## src/rtl/lpr_pkg.sv

```systemverilog
// Shared types and constants for the line pixel rasteriser.
// No dependencies; every other file in rtl imports this package.
package lpr_pkg;

    localparam int COLOR_BITS = 16;

    typedef enum logic [0:0] {
        OP_START = 1'b0,
        OP_STEP  = 1'b1
    } t_op;

endpackage

```

## src/rtl/lpr_if.sv

```systemverilog
// Valid/ready channel interfaces for the command and pixel sides of the rasteriser.
// Depends on lpr_pkg for the operation type and the colour width.
interface lpr_cmd_if import lpr_pkg::*; #(
    parameter int COORD_BITS = 10
);
    logic                  valid;
    logic                  ready;
    t_op                   operation;
    logic [COORD_BITS-1:0] start_x;
    logic [COORD_BITS-1:0] start_y;
    logic [COORD_BITS-1:0] end_x;
    logic [COORD_BITS-1:0] end_y;
    logic [COLOR_BITS-1:0] line_color;

    modport source (
        output valid, operation, start_x, start_y, end_x, end_y, line_color,
        input  ready
    );
    modport sink (
        input  valid, operation, start_x, start_y, end_x, end_y, line_color,
        output ready
    );
endinterface

interface lpr_pix_if import lpr_pkg::*; #(
    parameter int COORD_BITS = 10
);
    logic                  valid;
    logic                  ready;
    logic [COORD_BITS-1:0] pixel_x;
    logic [COORD_BITS-1:0] pixel_y;
    logic [COLOR_BITS-1:0] pixel_color;
    logic                  last_pixel;

    modport source (
        output valid, pixel_x, pixel_y, pixel_color, last_pixel,
        input  ready
    );
    modport sink (
        input  valid, pixel_x, pixel_y, pixel_color, last_pixel,
        output ready
    );
endinterface

```

## src/rtl/lpr_setup.sv

```systemverilog
// Line setup: picks the major axis, direction, span and signed minor delta
// from two endpoints. Purely combinational; depends on lpr_pkg.
module lpr_setup import lpr_pkg::*; #(
    parameter int COORD_BITS = 10
) (
    input  logic [COORD_BITS-1:0]        i_x0,
    input  logic [COORD_BITS-1:0]        i_y0,
    input  logic [COORD_BITS-1:0]        i_x1,
    input  logic [COORD_BITS-1:0]        i_y1,
    output logic                         o_steep,
    output logic [COORD_BITS-1:0]        o_major_start,
    output logic [COORD_BITS-1:0]        o_major_end,
    output logic                         o_major_dir,
    output logic [COORD_BITS-1:0]        o_major_span,
    output logic [COORD_BITS-1:0]        o_minor_start,
    output logic signed [COORD_BITS:0]   o_minor_delta
);
    logic signed [COORD_BITS:0] dx;
    logic signed [COORD_BITS:0] dy;
    logic [COORD_BITS:0]        adx_w;
    logic [COORD_BITS:0]        ady_w;
    logic [COORD_BITS-1:0]      adx;
    logic [COORD_BITS-1:0]      ady;

    always_comb begin
        dx    = $signed({1'b0, i_x1}) - $signed({1'b0, i_x0});
        dy    = $signed({1'b0, i_y1}) - $signed({1'b0, i_y0});
        adx_w = dx[COORD_BITS] ? -dx : dx;
        ady_w = dy[COORD_BITS] ? -dy : dy;
        // A difference of two unsigned coordinates never exceeds the coordinate range.
        adx   = adx_w[COORD_BITS-1:0];
        ady   = ady_w[COORD_BITS-1:0];

        // A vertical line, a single point included, always steps along y.
        o_steep = (dx == '0) || (ady > adx);
        if (o_steep) begin
            o_major_start = i_y0;
            o_major_end   = i_y1;
            o_major_dir   = dy[COORD_BITS];
            o_major_span  = ady;
            o_minor_start = i_x0;
            o_minor_delta = dx;
        end else begin
            o_major_start = i_x0;
            o_major_end   = i_x1;
            o_major_dir   = dx[COORD_BITS];
            o_major_span  = adx;
            o_minor_start = i_y0;
            o_minor_delta = dy;
        end
    end
endmodule

```

## src/rtl/line_pixel_rasterizer.sv

```systemverilog
// Line rasteriser top level: input register, stepping state and pixel result register.
// Depends on lpr_pkg, lpr_if (lpr_cmd_if, lpr_pix_if) and lpr_setup.

// One command item is taken every cycle while the pixel side keeps up. An item
// is held in the input register, then worked by the setup logic or by the
// remainder step (an add of the minor delta, a compare against the span and at
// most one correction) and lands in the pixel result register. A start emits
// the start point; each step emits the next pixel and the end point is flagged
// with last_pixel, after which steps are dropped with no pixel. A start while a
// line is running abandons that line. Both endpoints are drawn.
module line_pixel_rasterizer import lpr_pkg::*; #(
    parameter int COORD_BITS = 10
) (
    input  logic       i_clk,
    input  logic       i_rst_n,
    lpr_cmd_if.sink    i_cmd,
    lpr_pix_if.source  o_pix
);
    // Input register.
    logic                  r_in_valid;
    t_op                   r_in_op;
    logic [COORD_BITS-1:0] r_in_x0;
    logic [COORD_BITS-1:0] r_in_y0;
    logic [COORD_BITS-1:0] r_in_x1;
    logic [COORD_BITS-1:0] r_in_y1;
    logic [COLOR_BITS-1:0] r_in_color;

    // Line state.
    logic                       r_active,      n_active;
    logic                       r_steep,       n_steep;
    logic [COORD_BITS-1:0]      r_major_pos,   n_major_pos;
    logic [COORD_BITS-1:0]      r_minor_pos,   n_minor_pos;
    logic [COORD_BITS-1:0]      r_major_end,   n_major_end;
    logic                       r_major_dir,   n_major_dir;
    logic [COORD_BITS-1:0]      r_major_span,  n_major_span;
    logic signed [COORD_BITS:0] r_minor_delta, n_minor_delta;
    logic signed [COORD_BITS:0] r_rem,         n_rem;
    logic [COLOR_BITS-1:0]      r_color,       n_color;
    logic                       n_last;

    // Result register.
    logic                  r_out_valid;
    logic [COORD_BITS-1:0] r_out_x;
    logic [COORD_BITS-1:0] r_out_y;
    logic [COLOR_BITS-1:0] r_out_color;
    logic                  r_out_last;

    logic advance;
    logic fire;
    logic emit;

    logic                       su_steep;
    logic [COORD_BITS-1:0]      su_major_start;
    logic [COORD_BITS-1:0]      su_major_end;
    logic                       su_major_dir;
    logic [COORD_BITS-1:0]      su_major_span;
    logic [COORD_BITS-1:0]      su_minor_start;
    logic signed [COORD_BITS:0] su_minor_delta;

    logic signed [COORD_BITS+1:0] rem_sum;
    logic signed [COORD_BITS+1:0] span_ext;
    logic signed [COORD_BITS+1:0] rem_adj;

    assign advance     = !r_out_valid || o_pix.ready;
    assign fire        = r_in_valid && advance;
    assign emit        = fire && ((r_in_op == OP_START) || r_active);
    assign i_cmd.ready = !r_in_valid || advance;

    lpr_setup #(
        .COORD_BITS (COORD_BITS)
    ) u_setup (
        .i_x0          (r_in_x0),
        .i_y0          (r_in_y0),
        .i_x1          (r_in_x1),
        .i_y1          (r_in_y1),
        .o_steep       (su_steep),
        .o_major_start (su_major_start),
        .o_major_end   (su_major_end),
        .o_major_dir   (su_major_dir),
        .o_major_span  (su_major_span),
        .o_minor_start (su_minor_start),
        .o_minor_delta (su_minor_delta)
    );

    always_comb begin
        n_active      = r_active;
        n_steep       = r_steep;
        n_major_pos   = r_major_pos;
        n_minor_pos   = r_minor_pos;
        n_major_end   = r_major_end;
        n_major_dir   = r_major_dir;
        n_major_span  = r_major_span;
        n_minor_delta = r_minor_delta;
        n_rem         = r_rem;
        n_color       = r_color;
        n_last        = 1'b0;

        rem_sum  = {r_rem[COORD_BITS], r_rem} + {r_minor_delta[COORD_BITS], r_minor_delta};
        span_ext = $signed({2'b00, r_major_span});
        rem_adj  = rem_sum;

        if (fire) begin
            if (r_in_op == OP_START) begin
                n_steep       = su_steep;
                n_major_pos   = su_major_start;
                n_major_end   = su_major_end;
                n_major_dir   = su_major_dir;
                n_major_span  = su_major_span;
                n_minor_pos   = su_minor_start;
                n_minor_delta = su_minor_delta;
                n_rem         = '0;
                n_color       = r_in_color;
                n_last        = (su_major_start == su_major_end);
                n_active      = !n_last;
            end else if (r_active) begin
                n_major_pos = r_major_dir ? r_major_pos - 1'b1 : r_major_pos + 1'b1;
                // The remainder stays in [0, span), so one correction always suffices.
                if ((rem_sum >= span_ext) && (r_major_span != '0)) begin
                    rem_adj     = rem_sum - span_ext;
                    n_minor_pos = r_minor_pos + 1'b1;
                end else if (rem_sum < 0) begin
                    rem_adj     = rem_sum + span_ext;
                    n_minor_pos = r_minor_pos - 1'b1;
                end
                n_rem    = rem_adj[COORD_BITS:0];
                n_last   = (n_major_pos == r_major_end);
                n_active = !n_last;
            end
        end
    end

    always_ff @(posedge i_clk) begin
        if (!i_rst_n) begin
            r_in_valid  <= 1'b0;
            r_active    <= 1'b0;
            r_out_valid <= 1'b0;
        end else begin
            if (i_cmd.valid && i_cmd.ready) begin
                r_in_valid <= 1'b1;
            end else if (fire) begin
                r_in_valid <= 1'b0;
            end
            r_active <= n_active;
            if (emit) begin
                r_out_valid <= 1'b1;
            end else if (o_pix.ready) begin
                r_out_valid <= 1'b0;
            end
        end
    end

    always_ff @(posedge i_clk) begin
        if (i_cmd.valid && i_cmd.ready) begin
            r_in_op    <= i_cmd.operation;
            r_in_x0    <= i_cmd.start_x;
            r_in_y0    <= i_cmd.start_y;
            r_in_x1    <= i_cmd.end_x;
            r_in_y1    <= i_cmd.end_y;
            r_in_color <= i_cmd.line_color;
        end
        r_steep       <= n_steep;
        r_major_pos   <= n_major_pos;
        r_minor_pos   <= n_minor_pos;
        r_major_end   <= n_major_end;
        r_major_dir   <= n_major_dir;
        r_major_span  <= n_major_span;
        r_minor_delta <= n_minor_delta;
        r_rem         <= n_rem;
        r_color       <= n_color;
        if (emit) begin
            r_out_x     <= n_steep ? n_minor_pos : n_major_pos;
            r_out_y     <= n_steep ? n_major_pos : n_minor_pos;
            r_out_color <= n_color;
            r_out_last  <= n_last;
        end
    end

    assign o_pix.valid       = r_out_valid;
    assign o_pix.pixel_x     = r_out_x;
    assign o_pix.pixel_y     = r_out_y;
    assign o_pix.pixel_color = r_out_color;
    assign o_pix.last_pixel  = r_out_last;
endmodule

```

## src/flat_wrapper.sv

```systemverilog
// flat-port wrapper written by rule: the top's interface ports become plain ports
module line_pixel_rasterizer_flat import lpr_pkg::*;
#(
    parameter int COORD_BITS = 10
)
  (i_clk, i_rst_n, i_cmd_valid, i_cmd_operation, i_cmd_start_x, i_cmd_start_y, i_cmd_end_x, i_cmd_end_y, i_cmd_line_color, i_cmd_ready, o_pix_valid, o_pix_pixel_x, o_pix_pixel_y, o_pix_pixel_color, o_pix_last_pixel, o_pix_ready);
  lpr_cmd_if #(.COORD_BITS(COORD_BITS)) i_cmd_i ();
  lpr_pix_if #(.COORD_BITS(COORD_BITS)) o_pix_i ();
  input  logic i_clk;
  input  logic i_rst_n;
  input wire logic [$bits(i_cmd_i.valid)-1:0] i_cmd_valid;
  input wire logic [$bits(i_cmd_i.operation)-1:0] i_cmd_operation;
  input wire logic [$bits(i_cmd_i.start_x)-1:0] i_cmd_start_x;
  input wire logic [$bits(i_cmd_i.start_y)-1:0] i_cmd_start_y;
  input wire logic [$bits(i_cmd_i.end_x)-1:0] i_cmd_end_x;
  input wire logic [$bits(i_cmd_i.end_y)-1:0] i_cmd_end_y;
  input wire logic [$bits(i_cmd_i.line_color)-1:0] i_cmd_line_color;
  output wire logic [$bits(i_cmd_i.ready)-1:0] i_cmd_ready;
  output wire logic [$bits(o_pix_i.valid)-1:0] o_pix_valid;
  output wire logic [$bits(o_pix_i.pixel_x)-1:0] o_pix_pixel_x;
  output wire logic [$bits(o_pix_i.pixel_y)-1:0] o_pix_pixel_y;
  output wire logic [$bits(o_pix_i.pixel_color)-1:0] o_pix_pixel_color;
  output wire logic [$bits(o_pix_i.last_pixel)-1:0] o_pix_last_pixel;
  input wire logic [$bits(o_pix_i.ready)-1:0] o_pix_ready;
  assign i_cmd_i.valid = i_cmd_valid;
  assign i_cmd_i.operation = i_cmd_operation;
  assign i_cmd_i.start_x = i_cmd_start_x;
  assign i_cmd_i.start_y = i_cmd_start_y;
  assign i_cmd_i.end_x = i_cmd_end_x;
  assign i_cmd_i.end_y = i_cmd_end_y;
  assign i_cmd_i.line_color = i_cmd_line_color;
  assign i_cmd_ready = i_cmd_i.ready;
  assign o_pix_valid = o_pix_i.valid;
  assign o_pix_pixel_x = o_pix_i.pixel_x;
  assign o_pix_pixel_y = o_pix_i.pixel_y;
  assign o_pix_pixel_color = o_pix_i.pixel_color;
  assign o_pix_last_pixel = o_pix_i.last_pixel;
  assign o_pix_i.ready = o_pix_ready;
  line_pixel_rasterizer #(.COORD_BITS(COORD_BITS)) u_core (.i_clk(i_clk), .i_rst_n(i_rst_n), .i_cmd(i_cmd_i), .o_pix(o_pix_i));
endmodule
```

## config.mk

```make
export PLATFORM = sky130hd
export DESIGN_NAME = line_pixel_rasterizer_flat
export DESIGN_NICKNAME = d
export VERILOG_FILES = /design/src/rtl/lpr_pkg.sv /design/src/rtl/lpr_if.sv /design/src/rtl/lpr_setup.sv /design/src/rtl/line_pixel_rasterizer.sv /design/src/flat_wrapper.sv
export SDC_FILE = /design/constraint.sdc
export NUM_CORES = 1
export LEC_CHECK = 0
export BUFFER_PORTS_ARGS = -buffer_cell sky130_fd_sc_hd__buf_2
export CORE_ASPECT_RATIO = 1.25
export CORE_UTILIZATION = 49
export DETAILED_ROUTE_END_ITERATION = 16
export MAX_ROUTING_LAYER = met4
export PLACE_DENSITY = 0.69
export SLEW_MARGIN = 20
export SYNTH_ARGS = -nofsm -noshare
export SYNTH_HDL_FRONTEND = slang
export SYNTH_SLANG_ARGS = --single-unit
```

## constraint.sdc

```tcl
create_clock -name i_clk -period 6.4 [get_ports i_clk]
set_clock_uncertainty 0.2 [all_clocks]
set_input_delay 0.64 -clock i_clk [delete_from_list [all_inputs] [get_ports i_clk]]
set_output_delay 0.64 -clock i_clk [all_outputs]
set_load 0.05 [all_outputs]
```

---- Word level (Yosys, flattened, before mapping) ----
Index checks and enable logic that the tools add are counted.
Widths: inputs -> output; s select.
cells by class
  add/sub/neg operators ................... 11
  magnitude comparators ................... 3
  eq/ne operators ......................... 3
  muxes and demuxes ....................... 34
  bitwise operators ....................... 1
  reductions and logical operators ........ 18
operator list
  cell                   count
  $mux 10                17
  $mux 11                4
  $mux 16                2
  $sub 10x10->11         2
  $add 10x1->10 const B  2
  $eq 10x10->1           2
  $neg 10->10            2
  $sub 10x1->10 const B  2
  $add 11x11->12         1
  $ge 12x11->1           1
  $lt 12x1->1 const B    1
  $add 11x11->11         1
  $logic_not 11->1       1
  $mux 1                 11
  $sub 11x11->11         1
  $gt 10x10->1           1
  $reduce_bool 10->1     1
  $logic_and 1x1->1      4
  $logic_not 1->1        4
  $logic_or 1x1->1       4
  $reduce_and 2->1       2
  $reduce_bool 2->1      2
  $ne 2x2->1 const B     1
  $not 1->1              1
storage, ports and cells
  register bits ........................... 177
  output and inout bits ................... 39
  logic and storage cells ................. 92

---- Depth between registers and ports, before layout ----
Gate-level depths: netlist of run 1.
  depth in word-level cells ............... 9
  mapped depth ............................ 24

---- Cells and area by module ----
Synthesis of run 1 repeated with hierarchy kept, for this count alone.
unflattened totals
  cells, all modules ...................... 1061
  area total of the unflattened synthesis .. 11068.1 um2
by module, submodules not included
  module                 instances  cells each  area an instance (um2)  seq. area each (um2)
  line_pixel_rasterizer  1          753         8670.8                  4914.7
  lpr_setup              1          308         2397.3                  0.0

---- Least setup slack after synthesis of run 1 ----
OpenSTA, ideal clock, no wires.
  kind .................................... register to register
  start point ............................. register u_core.r_in_x0[0]
  end point ............................... register u_core.r_out_x[1] (netlist: u_core.o_pix.pixel_x[1]), data pin
  data arrival time ....................... 4.491 ns
  required time ........................... 5.942 ns
  path slack .............................. 1.451 ns
  cell stages (with the launch flop) ...... 21
  period minus slack after synthesis ...... 4.949 ns
  cell sequence ........................... edfxtp_1 ha_1 fa_1 nor2b_1 o2111ai_1 a21oi_1 nor2_1 o21ai_0 a21o_1 clkbuf_1 a31oi_1 xor2_1 ha_1 and4_1 and3_1 a21oi_1 a32oi_1 clkbuf_1 o31ai_1 or4_1 o221a_1
on the way
  longest elaborated chain between the ends .. 9
  elaborated cells between the ends (all ways) .. 15
  those cells by class .................... add/sub (2); order compare (1); mux (10); reduce/logical (2)
ends and longest elaborated chain
  item                       RTL line                      text
  start, declared            line_pixel_rasterizer.sv:22   logic [COORD_BITS-1:0] r_in_x0;
  start signal, assigned     line_pixel_rasterizer.sv:155  r_in_x0 <= i_cmd.start_x;
  $sub 10x10->11 *           lpr_setup.sv:26               dx = $signed({1'b0, i_x1}) - $signed({1'b0, i_x0});
  $neg 10->10                lpr_setup.sv:28               adx_w = dx[COORD_BITS] ? -dx : dx;
  $mux 10                    lpr_setup.sv:28
  $gt 10x10->1               lpr_setup.sv:35               o_steep = (dx == '0) || (ady > adx);
  $logic_or 1x1->1 *         lpr_setup.sv:35
  $mux 10 *                  lpr_setup.sv:36               if (o_steep) begin
  $mux 10 *                  line_pixel_rasterizer.sv:103  if (r_in_op == OP_START) begin
  $mux 10 *                  line_pixel_rasterizer.sv:102  if (fire) begin
  net u_core.n_minor_pos[1]  line_pixel_rasterizer.sv:32   logic [COORD_BITS-1:0] r_minor_pos, n_minor_pos;
  $mux 10 *                  line_pixel_rasterizer.sv:171  r_out_x <= n_steep ? n_minor_pos : n_major_pos;
  end signal, assigned       line_pixel_rasterizer.sv:171
  end, declared              line_pixel_rasterizer.sv:43   logic [COORD_BITS-1:0] r_out_x;
The timed path passes the listed nets; every way through them passes the cells marked *.
A chain may end at the register's enable or synchronous reset.

---- Final worst setup path of run 1 ----
  start point ............................. register u_core.r_in_y0[0]
  end point ............................... register u_core.r_out_y[2] (netlist: u_core.o_pix.pixel_y[2]), data pin
on the way
  longest elaborated chain between the ends .. 9
  elaborated cells between the ends (all ways) .. 14
  those cells by class .................... add/sub (2); order compare (1); mux (10); reduce/logical (1)
ends and longest elaborated chain
  item                       RTL line                      text
  start, declared            line_pixel_rasterizer.sv:23   logic [COORD_BITS-1:0] r_in_y0;
  start signal, assigned     line_pixel_rasterizer.sv:156  r_in_y0 <= i_cmd.start_y;
  $sub 10x10->11 *           lpr_setup.sv:27               dy = $signed({1'b0, i_y1}) - $signed({1'b0, i_y0});
  $neg 10->10                lpr_setup.sv:29               ady_w = dy[COORD_BITS] ? -dy : dy;
  $mux 10 *                  lpr_setup.sv:29
  $gt 10x10->1 *             lpr_setup.sv:35
  $logic_or 1x1->1 *         lpr_setup.sv:35
  $mux 10 *                  lpr_setup.sv:36
  $mux 10 *                  line_pixel_rasterizer.sv:103
  $mux 10 *                  line_pixel_rasterizer.sv:102
  net u_core.n_minor_pos[2]  line_pixel_rasterizer.sv:32
  $mux 10 *                  line_pixel_rasterizer.sv:172  r_out_y <= n_steep ? n_major_pos : n_minor_pos;
  end signal, assigned       line_pixel_rasterizer.sv:172
  end, declared              line_pixel_rasterizer.sv:44   logic [COORD_BITS-1:0] r_out_y;
Marks and branches as above.

==> run summary, run 1 <==
crit path cell chain -> ha_1 -> fa_1 -> xor2_1 -> nand3_1 -> inv_1 -> o221ai_1 -> a211o_1 -> o31ai_1 -> xor2_1 -> ha_1 -> and4_1 -> and3_1 -> a21oi_1 -> a32oi_1 -> a21oi_4 -> buf_4 -> mux2i_1 -> a211oi_1 -> a221o_1
Internal Dissipation -> 2.95 mW
Slew headroom -> 36.0%
Skew-Pair Late Insertion Delay -> 0.43 ns
final slew viol count -> 0
Max VDD drop -> 0.218 mV
CP max-delay cell -> edfxtp_1
Tmin final -> 5.70 ns
Synth cell types -> 85
DRT Wirelength -> 28600 um
Sw Ratio -> 41.2%
status -> finished, final reports clean
Die Ht -> 171 um
setup repair after global routing missed its margin -> no
fraction of registers with async set/reset -> 0%
Layout area overhead -> 12.7%
Hold Fails Final Rpt -> 0
Finished Layout Cells -> 1506
Port Buf Inserts -> 99
CTS tree -> built
Main synth FF type -> edfxtp_1
post-synth top area cell -> edfxtp_1
post-CTS setup buffer count -> 0
critical path arrival -> 5.67 ns
Cells after Synth -> 1121
initial antenna violation count -> 0
GP Congestion -> 0.972
GRT overflow -> 0
ANT cells -> 0
# hold bufs at CTS -> 0
Clock Path Buffers -> 2
WS Path Type -> reg -> reg
global-route wire length before repair -> 44400 um
top post-synthesis cells by area -> edfxtp_1 (37%), ha_1 (8.4%), dfxtp_1 (7.2%)
Comb pwr share -> 46.4%
Worst setup SP type -> flop
Required @ worst endpoint -> 6.37 ns
Largest stage delay, worst path -> 0.52 ns
H-tree depth -> 4
worst-path fanout max -> 13
DR vias/cell -> 5.88
# Max-Cap Violations -> 0
# resized after CTS -> 0
Finish-stage setup viols -> 0
Net Count, Synth -> 1263
Routed wire per std cell -> 19.0 um
Hold WC Path Type -> in -> reg
register bit count reported by yosys -> 177
DRT antenna net count -> 0
Inst Count DP -> 1474
share of layout cells above drive strength 1 -> 15.1%
worst slew pin tran -> 0.960 ns
core area -> 22300 um^2
Post-DP HPWL -> 21800 um
Pleak -> 5.24 nW
Max Freq -> 176 MHz
DRT iter0 DRCs -> 793
die area -> 23300 um^2
number of global-route vias before repair -> 8387
CTS Buf Count -> 17
largest net degree at the start of global routing -> 58
final net count -> 1352
Initial Util -> 49.9%
drt drc -> 0
Clock Root Buffer -> clkbuf_16
number of flops mapped to enable cells by yosys -> 137
switching power -> 2.06 mW
Syn Area/Cell -> 9.93 um^2
part of the power in registers -> 31.8%
Layout fillers -> 1944
FP Rows -> 61
area share of the largest cell type after synthesis -> 37.0%
GRT Total Usage -> 26.0%
DRT Pass-1 Iters -> 6
IO Pins -> 100
Num Clock Sinks -> 177
DIE WIDTH -> 137 um
via count -> 8848
clock slew at reported path FFs -> 0.08 ns
PD cells -> 399 nW/um^2
Clk network pwr share -> 21.8%
setup_tns -> 0 ns
post-synthesis sequential area ratio -> 44.2%
part of the cycle the worst path needs -> 89.0%
Worst setup EP type -> flop
Netlist Area Pre-Place -> 11100 um^2
Synth warnings -> 0
-- worst paths after layout --
check / startpoint / end / slack, ns / cells past startpoint
max: u_core.r_in_y0[0] / u_core.o_pix.pixel_y[2] / 0.70 / 19
min: i_cmd_line_color[15] / u_core.r_in_color[15] / 0.18 / 1
max reg2reg: u_core.r_in_y0[0] / u_core.o_pix.pixel_y[2] / 0.70 / 19
min reg2reg: u_core.r_color[3] / u_core.r_color[3] / 0.25 / 2
-- cells in the mapped netlist, types with 10 or more instances --
cell type / n
o21ai_0: 57
mux2_2: 14
mux2i_1: 31
nor2_1: 83
dfxtp_1: 40
nor3_1: 14
nand3_1: 21
edfxtp_1: 137
o31ai_1: 12
a21o_1: 20
xnor2_1: 41
xor2_1: 32
nand2_1: 127
a211oi_1: 21
clkbuf_1: 32
nor2b_1: 11
a21oi_1: 61
inv_1: 71
nand2b_1: 14
nand4_1: 14
ha_1: 75
nor4_1: 10
-- placed cells by master, fill, tap and decap left out, types with 6 or more instances in the layout --
master     synthesis  routed
nand4_1           14      14
nor4_1            10      10
clkinv_8           0       6
nand3_1           21      21
xnor2_1           41      41
edfxtp_1         137     137
o31ai_1           12      12
dfxtp_1           40      40
nor2b_1           11      11
clkbuf_16          0      17
o21bai_1           7       7
mux2_2            14      14
o21ai_0           57      57
o21a_1             8       8
nand2_1          127     127
o21ai_1            8       8
and2_1             8       7
nor2_1            83      83
nand3b_1           6       6
a21oi_1           61      61
ha_1              75      75
o211ai_1           7       7
a211oi_1          21      21
nand2b_1          14      14
or3_1              8       8
a31oi_1            8       8
nor3_1            14      14
fa_1               6       6
xor2_1            32      32
a21o_1            20      20
mux2i_1           31      31
and3_1             8       8
inv_1             71      70
buf_2              5      99
o221ai_1           6       6
buf_4              0      15
-- sequential cells by signal, summed over array words and instances, names as in the netlist, 11 cells and up --
| signal | count |
|---|---|
| u_core.r_in_color | 16 |
| u_core.o_pix.pixel_color | 16 |
| u_core.r_rem | 11 |
| u_core.r_color | 16 |
| u_core.r_minor_delta | 11 |
-- cell type report --
type	instances	area [um^2]	area share, %
Tap cell	283	354	2.82
Timing Repair Buffer	114	608	4.85
Clock inverter	15	213	1.70
Clock buffer	17	425	3.39
Multi-Input combinational cell	827	5760	45.9
Inverter	73	274	2.18
Sequential cell	177	4910	39.2
-- cell families after synthesis --
kind of cell | after synthesis | share of synthesized area [%]
simple gates | 351 | 15.1
compound gates | 277 | 17.1
flops | 177 | 44.2
buf+inv | 117 | 4.20
fa+ha+maj | 81 | 9.51
xor+xnor | 73 | 5.74
mux | 45 | 4.20
-- power by group through the flow --
stage                     Combinational (mW)  Clock [mW]  Sequential, mW
after CTS                               2.30        1.11            1.59
final                                   2.32        1.09            1.59
after global routing                    2.54        1.15            1.61
after global placement                  2.26           0            1.61
after floorplan                         1.72           0            1.64
after detailed placement                2.28           0            1.61
-- critical path: cells and delay by family (launching register included) --
kind / cells / cell delay, ns
buf+inv: 2 / 0.38
compound gates: 8 / 1.88
xor+xnor: 2 / 0.67
fa+ha+maj: 3 / 0.96
flops: 1 / 0.52
mux: 1 / 0.23
simple gates: 3 / 0.62
-- stage by stage --
| stage | setup WS (ns) | power (mW) | util, % | hold WS [ns] | cell area, um^2 |
|---|---|---|---|---|---|
| floorplan | 1.45 | 3.36 | - | 0.214 | 11100 |
| global placement | 0.774 | 3.87 | 53.4 | 0.225 | 11900 |
| detailed placement | 0.808 | 3.90 | 53.4 | 0.231 | 11900 |
| CTS | 0.755 | 5.00 | 56.3 | 0.168 | 12500 |
| global route | 0.434 | 5.30 | 56.3 | 0.163 | 12500 |
| finish | 0.704 | 5.01 | 56.3 | 0.179 | 12500 |
-- routing by layer --
metal	global-route usage, %	share of wire [%]	vias to the layer above
met5	-	0	-
met4	10.7	3.6	0
met3	3.14	4.9	69
met2	42.9	50	327
met1	32.2	42	4169
li1	-	-	4283
Power figures use the tool's default switching activity.
==> run 2: changes to the inputs <==
--- a/config.mk
+++ b/config.mk
@@ -11,7 +11,7 @@
 export DETAILED_ROUTE_END_ITERATION = 16
 export MAX_ROUTING_LAYER = met4
 export PLACE_DENSITY = 0.69
-export SLEW_MARGIN = 20
+export REMOVE_ABC_BUFFERS = 1
 export SYNTH_ARGS = -nofsm -noshare
 export SYNTH_HDL_FRONTEND = slang
 export SYNTH_SLANG_ARGS = --single-unit
==> run 2 against run 1 <==
Global-route usage fell by 0.34 points. Critical endpoint unchanged. Critical path type unchanged. Largest power group unchanged. Flip-flop and latch count did not move. Setup slack got worse by 0.25 ns. Sequential power barely moved. Sequential share of layout area rose by 0.18 points. Utilization fell by 0.25 points. Clock power fell by 5%. Critical path depth rose by 2. Power fell by 1.8%. First-iteration DRC count fell by 16%. Final area fell by 0.45%. Final cell count barely moved.
==> run summary, run 2 (synthesis results as in run 1) <==
Clk network pwr share -> 21.1%
IO Pins -> 100
setup repair after global routing missed its margin -> no
Post-DP HPWL -> 21200 um
initial antenna violation count -> 0
WS Path Type -> reg -> reg
DIE WIDTH -> 137 um
crit path cell chain -> inv_1 -> ha_1 -> fa_1 -> nor2b_1 -> o2111ai_1 -> a21oi_1 -> nor2_1 -> o21ai_0 -> a21o_1 -> a31oi_1 -> xor2_1 -> ha_1 -> and4_1 -> and3_1 -> a21oi_1 -> a32oi_1 -> a21oi_4 -> buf_4 -> mux2i_1 -> a211oi_1 -> a221o_1
via count -> 8821
Clock Root Buffer -> clkbuf_16
Post-Route Utilization -> 56.0%
Port Buf Inserts -> 99
Slew headroom -> 38.6%
DRT Pass-1 Iters -> 7
DRT Wirelength -> 28100 um
Largest stage delay, worst path -> 0.70 ns
CTS Buf Count -> 17
Max VDD drop -> 0.240 mV
status -> finished, final reports clean
cell family with most CP delay -> compound AO/OA/AOI/OAI gates
largest net degree at the start of global routing -> 58
Tmin final -> 5.95 ns
CTS tree -> built
final worst slack -> 0.454 ns
GRT overflow -> 0
drt drc -> 0
Num Clock Sinks -> 177
part of the cycle the worst path needs -> 92.9%
total power -> 4.91 mW
Skew-Pair Late Insertion Delay -> 0.44 ns
# Max-Cap Violations -> 0
H-tree depth -> 4
Comb pwr share -> 46.5%
Hold WC Path Type -> in -> reg
final slew viol count -> 0
Initial Util -> 49.9%
Sw Ratio -> 41.2%
Worst setup EP type -> flop
die area -> 23300 um^2
worst slew pin tran -> 0.921 ns
GRT Total Usage -> 25.6%
number of global-route vias before repair -> 8547
FP Rows -> 61
CP max-delay cell -> a32oi_1
Worst Path Buf+Inv -> 2
share of layout cells above drive strength 1 -> 15.1%
worst-path fanout max -> 36
Internal Dissipation -> 2.89 mW
most frequent cells in the layout -> edfxtp_1 (137), nand2_1 (126), buf_2 (99), nor2_1 (83), ha_1 (75)
DRT iter0 DRCs -> 666
Routed wire per std cell -> 18.7 um
Clock Path Buffers -> 2
# resized after CTS -> 0
DRT antenna net count -> 0
core area -> 22300 um^2
DR vias/cell -> 5.86
Max Freq -> 168 MHz
Layout area overhead -> 12.2%
# hold bufs at CTS -> 0
Worst setup SP type -> flop
critical path arrival -> 5.94 ns
PD cells -> 393 nW/um^2
Place WS -> 0.559 ns
final net count -> 1351
switching power -> 2.02 mW
Hold Fails Final Rpt -> 0
fin area -> 12500 um^2
commonest non-fill, non-tap cell in the layout -> edfxtp_1
Die Ht -> 171 um
Finish-stage setup viols -> 0
global-route wire length before repair -> 43800 um
GP Congestion -> 0.926
dpl cell area -> 11900 um^2
part of the power in registers -> 32.4%
Required @ worst endpoint -> 6.39 ns
post-CTS setup buffer count -> 0
clock slew at reported path FFs -> 0.08 ns
ANT cells -> 0
Pleak -> 5.21 nW
-- run 2: cell type report --
type | count | area, um^2
clock buffer | 17 | 425
clock inverter | 15 | 161
fill | 1903 | 9800
inverter | 73 | 274
multi-input combinational | 827 | 5760
sequential | 177 | 4910
tap | 283 | 354
timing repair buffer | 113 | 601
-- run 2: path summary, 6_finish.rpt --
kind,from,to,slack [ns],depth (start not counted)
max reg2reg,u_core.r_in_x1[0],u_core.o_pix.pixel_y[2],0.45,21
max,u_core.r_in_x1[0],u_core.o_pix.pixel_y[2],0.45,21
min reg2reg,u_core.r_color[11],u_core.r_color[11],0.25,2
min,i_cmd_start_y[5],u_core.r_in_y0[5],0.16,1
-- run 2: routing by layer --
layer	GRT usage (%)	wire length, um	up-vias	share of wire (%)
li1	-	-	4288	-
met1	31.0	12100	4174	43
met2	41.8	13600	289	49
met3	3.05	1140	70	4.1
met4	13.5	1240	0	4.4
met5	-	0	-	0
-- run 2: power by group through the flow --
| stage | logic, mW | registers (mW) | clock network (mW) |
|---|---|---|---|
| floorplan | 1.65 | 1.65 | 0 |
| global placement | 2.22 | 1.61 | 0 |
| detailed placement | 2.25 | 1.61 | 0 |
| CTS | 2.26 | 1.59 | 1.05 |
| global route | 2.52 | 1.61 | 1.08 |
| finish | 2.29 | 1.59 | 1.04 |
-- run 2: through the flow --
step | setup TNS (ns) | hold slack (ns) | instances
global placement | 0 | 0.225 | 1473
global route | 0 | 0.152 | 1505
finish | 0 | 0.163 | 1505
CTS | 0 | 0.154 | 1505
detailed placement | 0 | 0.227 | 1473
floorplan | -3.67 | 0.214 | 1077
